## src/rtl/core/force_torque_moving_average_top_assert.svh

```systemverilog
// Assertion macros for the force/torque moving average block.
// Each macro expands to one labelled concurrent assertion in simulation
// and to nothing in synthesis.
`ifndef FORCE_TORQUE_MOVING_AVERAGE_TOP_ASSERT_SVH
`define FORCE_TORQUE_MOVING_AVERAGE_TOP_ASSERT_SVH

`ifndef SYNTHESIS
`define FTMA_ASSERT(label, clk, rst, cond) \
   label: assert property (@(posedge clk) disable iff (rst) (cond)) \
      else $error("%m: invariant violated");
`define FTMA_ASSERT_IMPLIES(label, clk, rst, ante, cons) \
   label: assert property (@(posedge clk) disable iff (rst) (ante) |-> (cons)) \
      else $error("%m: same-cycle implication violated");
`define FTMA_ASSERT_NEXT(label, clk, rst, ante, cons) \
   label: assert property (@(posedge clk) disable iff (rst) (ante) |=> (cons)) \
      else $error("%m: next-cycle implication violated");
`else
`define FTMA_ASSERT(label, clk, rst, cond)
`define FTMA_ASSERT_IMPLIES(label, clk, rst, ante, cons)
`define FTMA_ASSERT_NEXT(label, clk, rst, ante, cons)
`endif

`endif

```

## src/rtl/core/ftma_ram.sv

```systemverilog
module ftma_ram #(
   parameter int  WIDTH = 32,
   parameter int  DEPTH = 16,
   localparam int AW    = (DEPTH > 1) ? $clog2(DEPTH) : 1
) (
   input  logic             clock,
   input  logic             wr_en,
   input  logic [AW-1:0]    wr_addr,
   input  logic [WIDTH-1:0] wr_data,
   input  logic             rd_en,
   input  logic [AW-1:0]    rd_addr,
   output logic [WIDTH-1:0] rd_data
);

   logic [WIDTH-1:0] mem_ff [DEPTH];
   logic [WIDTH-1:0] rd_data_ff;

   always_ff @(posedge clock) begin
      if (wr_en) begin
         mem_ff[wr_addr] <= wr_data;
      end
   end

   // Read-first: a read and write to the same address return the old word.
   always_ff @(posedge clock) begin
      if (rd_en) begin
         rd_data_ff <= mem_ff[rd_addr];
      end
   end

   assign rd_data = rd_data_ff;

endmodule

```

## config.mk

```make
export PLATFORM = sky130hd
export DESIGN_NAME = ftma_ram
export DESIGN_NICKNAME = d
export VERILOG_FILES = /design/src/rtl/core/force_torque_moving_average_top_assert.svh /design/src/rtl/core/ftma_ram.sv
export SDC_FILE = /design/constraint.sdc
export NUM_CORES = 1
export LEC_CHECK = 0
export BUFFER_PORTS_ARGS = -buffer_cell sky130_fd_sc_hd__buf_2
export CORE_UTILIZATION = 51
export CTS_BUF_LIST = sky130_fd_sc_hd__clkbuf_2 sky130_fd_sc_hd__clkbuf_4 sky130_fd_sc_hd__clkbuf_8
export DETAILED_ROUTE_END_ITERATION = 10
export PLACE_DENSITY_LB_ADDON = 0.05
export SLEW_MARGIN = 20
export SYNTH_ARGS = -nofsm -noshare
export SYNTH_HDL_FRONTEND = slang
export SYNTH_SLANG_ARGS = --single-unit
```

## constraint.sdc

```tcl
create_clock -name clock -period 3.9 [get_ports clock]
set_input_delay 0.39 -clock clock [delete_from_list [all_inputs] [get_ports clock]]
set_output_delay 0.39 -clock clock [all_outputs]
set_load 0.03 [all_outputs]
```

==> results.yml <==
worst_hold_path:
  hold_class: "in -> reg"
setup_path:
  cp_cell_sequence: "buf_2 > or3b_2 > nor2_4 > buf_4"
  critPathCaptureType: "register"
  cpPeakStageDelay_ps: 780
  reg2reg_setup_slack_ps: 2350
  startpoint_type: "input port"
  timing.critical_path.buf_inv: 2
  critPathTopFamily: "simple AND/OR/NAND/NOR gates"
  crit_fanout: 25
  slowest_stage: "nor2_4"
  crit_type: "in -> reg"
  crit_arrival_ps: 2200
  cp_data_required_time_ps: 4220
clocking:
  clkTransAtPathRegs_ps: 60
  cts_num_sinks: 544
  ctsResizeCount: 0
  htreeDepth: 3
  cts-root-buf: "clkbuf_8"
  cts_buffers: 85
  clk_latency_ps: 630
  cts_tree: "done"
  cts_hold_buf: 0
  cts_setup_buffers: 0
  clk_path_buf_depth: 3
synth:
  synth-xor-area-share: 0
  synth_top_family_by_area: "multiplexers"
  yosys-top-cells-area: "edfxtp_1 81%, mux4_2 14%, a22oi_1 2.4%"
  ys_seq_area_frac: 0.810
  syn_inst: 838
  yosysUniqueCellTypes: 17
  synthAdderAreaFrac: 0
  synthSimpleGateAreaFrac: 0.0125
  synthMuxAreaShare: 0.143
  synth_nets: 881
  synth_top_area_frac: 0.810
  post-synth-top-area-cell: "edfxtp_1"
  ys_seq_elements: 544
  yosys_warnings: 0
  synth_area_per_cell_um2: 24.1
  synth-compound-area-share: 0.0238
  synthesis.area_um2: 20200
global_routing:
  antenna_found_initial: 1
  grt_pass1_vias: 9873
  grt_first_pass_wirelength_um: 63900
  grt_max_degree: 54
  grt_util_met3: 0.0435
  met1_usage: 0.297
  track_usage: 0.221
  grtUsageMet2: 0.369
  grt.overflow.total: 0
  grt-busiest-layer: "met2"
detailed_routing:
  vias_per_cell: 5.90
  first_pass_iters: 5
  vias: 9157
  drt_iter0_drc: 694
  routed_wl_um: 42800
  antenna_left: 0
  drc: 0
  wl_per_cell_um: 27.6
sta:
  finalSetupTns_ps: 0
  skew_ps: 23.4
  drv_slew: 0
  fmax_ghz: 0.531
  post-route-period-util: 0.483
  fin_hold_ws_ps: 144
  worst_pin_slew_ps: 1130
  rsz0062_at_grt: "no"
  finalSetupViolCount: 0
  fin_crit_ps: 1880
  finalHoldViolations: 0
  maxSlewHeadroom: 0.249
pwr:
  p_sw_uw: 2450
  p_int_uw: 9120
  ir_worst_vdd_uv: 254
  seq_power_share: 0.573
  leakage_uw: 0.00733
  sw_frac_of_total: 0.212
  comb_power_share: 0.053
  power_density_nw_per_um2: 506
  p_clk_frac: 0.374
cells_and_area:
  antenna_cells: 0
  nets: 1026
  layout-drive-gt1-share: 0.361
  area_growth_pct: 13.3
  stdcell_count: 1551
  post-route-util: 0.589
  mostFrequentLayoutCell: "edfxtp_1"
  final_cell_mix: "544 x edfxtp_1, 128 x mux4_2, 86 x clkbuf_8"
floorplan:
  die_h_um: 201
  core_um2: 38800
  ios: 75
  start_util: 0.520
  fp.dieW_um: 201
  rows: 72
  die_area_um2: 40400
placement:
  gp_congestion: 0.753
  hpwl_um: 22400
  io_buffers: 74
  dp.cells: 1414
status:
  outcome: "completed"
flow_run:
  maxCapViolCount: 0
-- worst reg2reg max path, cell delays in order (launching register included) --
cell and delay [ps]:
edfxtp_1 380, mux4_2 470, a22oi_1 360, nand2_1 80
-- cell usage after synthesis --
cell and count:
mux4_2 128, nand2_1 33, buf_2 4, clkbuf_1 17
buf_4 11, nand3_1 1, nor3_1 4, edfxtp_1 544
nand3b_1 2, nor2_1 13, nand2b_1 2, a22oi_1 64
buf_6 2, and2_1 1, or3b_2 1, nor2b_1 2
buf_1 9
-- state kept, by name, summed over array words and instances, names as in the netlist --
register,count
mem_ff,512
rd_data,32
-- path summary, 6_finish.rpt --
path	end	depth (start not counted)	start
max	mem_ff[3][8]	4	wr_addr[2]
max reg2reg	rd_data[20]	3	mem_ff[10][20]
min	mem_ff[1][3]	1	wr_data[3]
min reg2reg	rd_data[27]	3	mem_ff[14][27]
-- logic make-up (layout without fill, tap and decap cells) --
| group | Yosys count | after routing |
|---|---|---|
| and+or+nand+nor | 59 | 59 |
| DFF | 544 | 544 |
| AOI/OAI and AO/OA | 64 | 64 |
| buffers and inverters | 43 | 238 |
| muxes | 128 | 128 |
-- per-layer routing --
metal,routed length [um],part of all wire,vias up
li1,-,-,3894
met1,17800,0.42,4920
met2,22100,0.52,274
met3,2120,0.050,69
met4,847,0.020,0
met5,0,0,-
-- power groups by stage --
stage	Sequential [uW]	Combinational, uW	Clock [uW]
4_1_cts	6630	623	4430
3_5_place_dp	6750	621	0
2_1_floorplan	6800	314	0
6_report	6630	612	4330
5_1_grt	6630	657	4680
3_3_place_gp	6740	604	0
-- layout make-up --
cell class / count / area [um2]
flip-flops and latches: 544 / 16300
fillers: 2799 / 16000
multi-input cells: 251 / 3750
clock buffers: 116 / 1400
well taps: 518 / 648
repair buffers: 101 / 624
clock inverters: 21 / 92.6
-- metrics by stage --
stage | power (uW) | instance area, um2 | setup WS (ps)
after detailed placement | 7370 | 21400 | 1360
after global placement | 7340 | 21400 | 1360
after global routing | 12000 | 22900 | 1980
after CTS | 11700 | 22900 | 2020
after floorplan | 7110 | 20200 | 330
final | 11600 | 22900 | 2020
(Power assumes the default switching activity.)
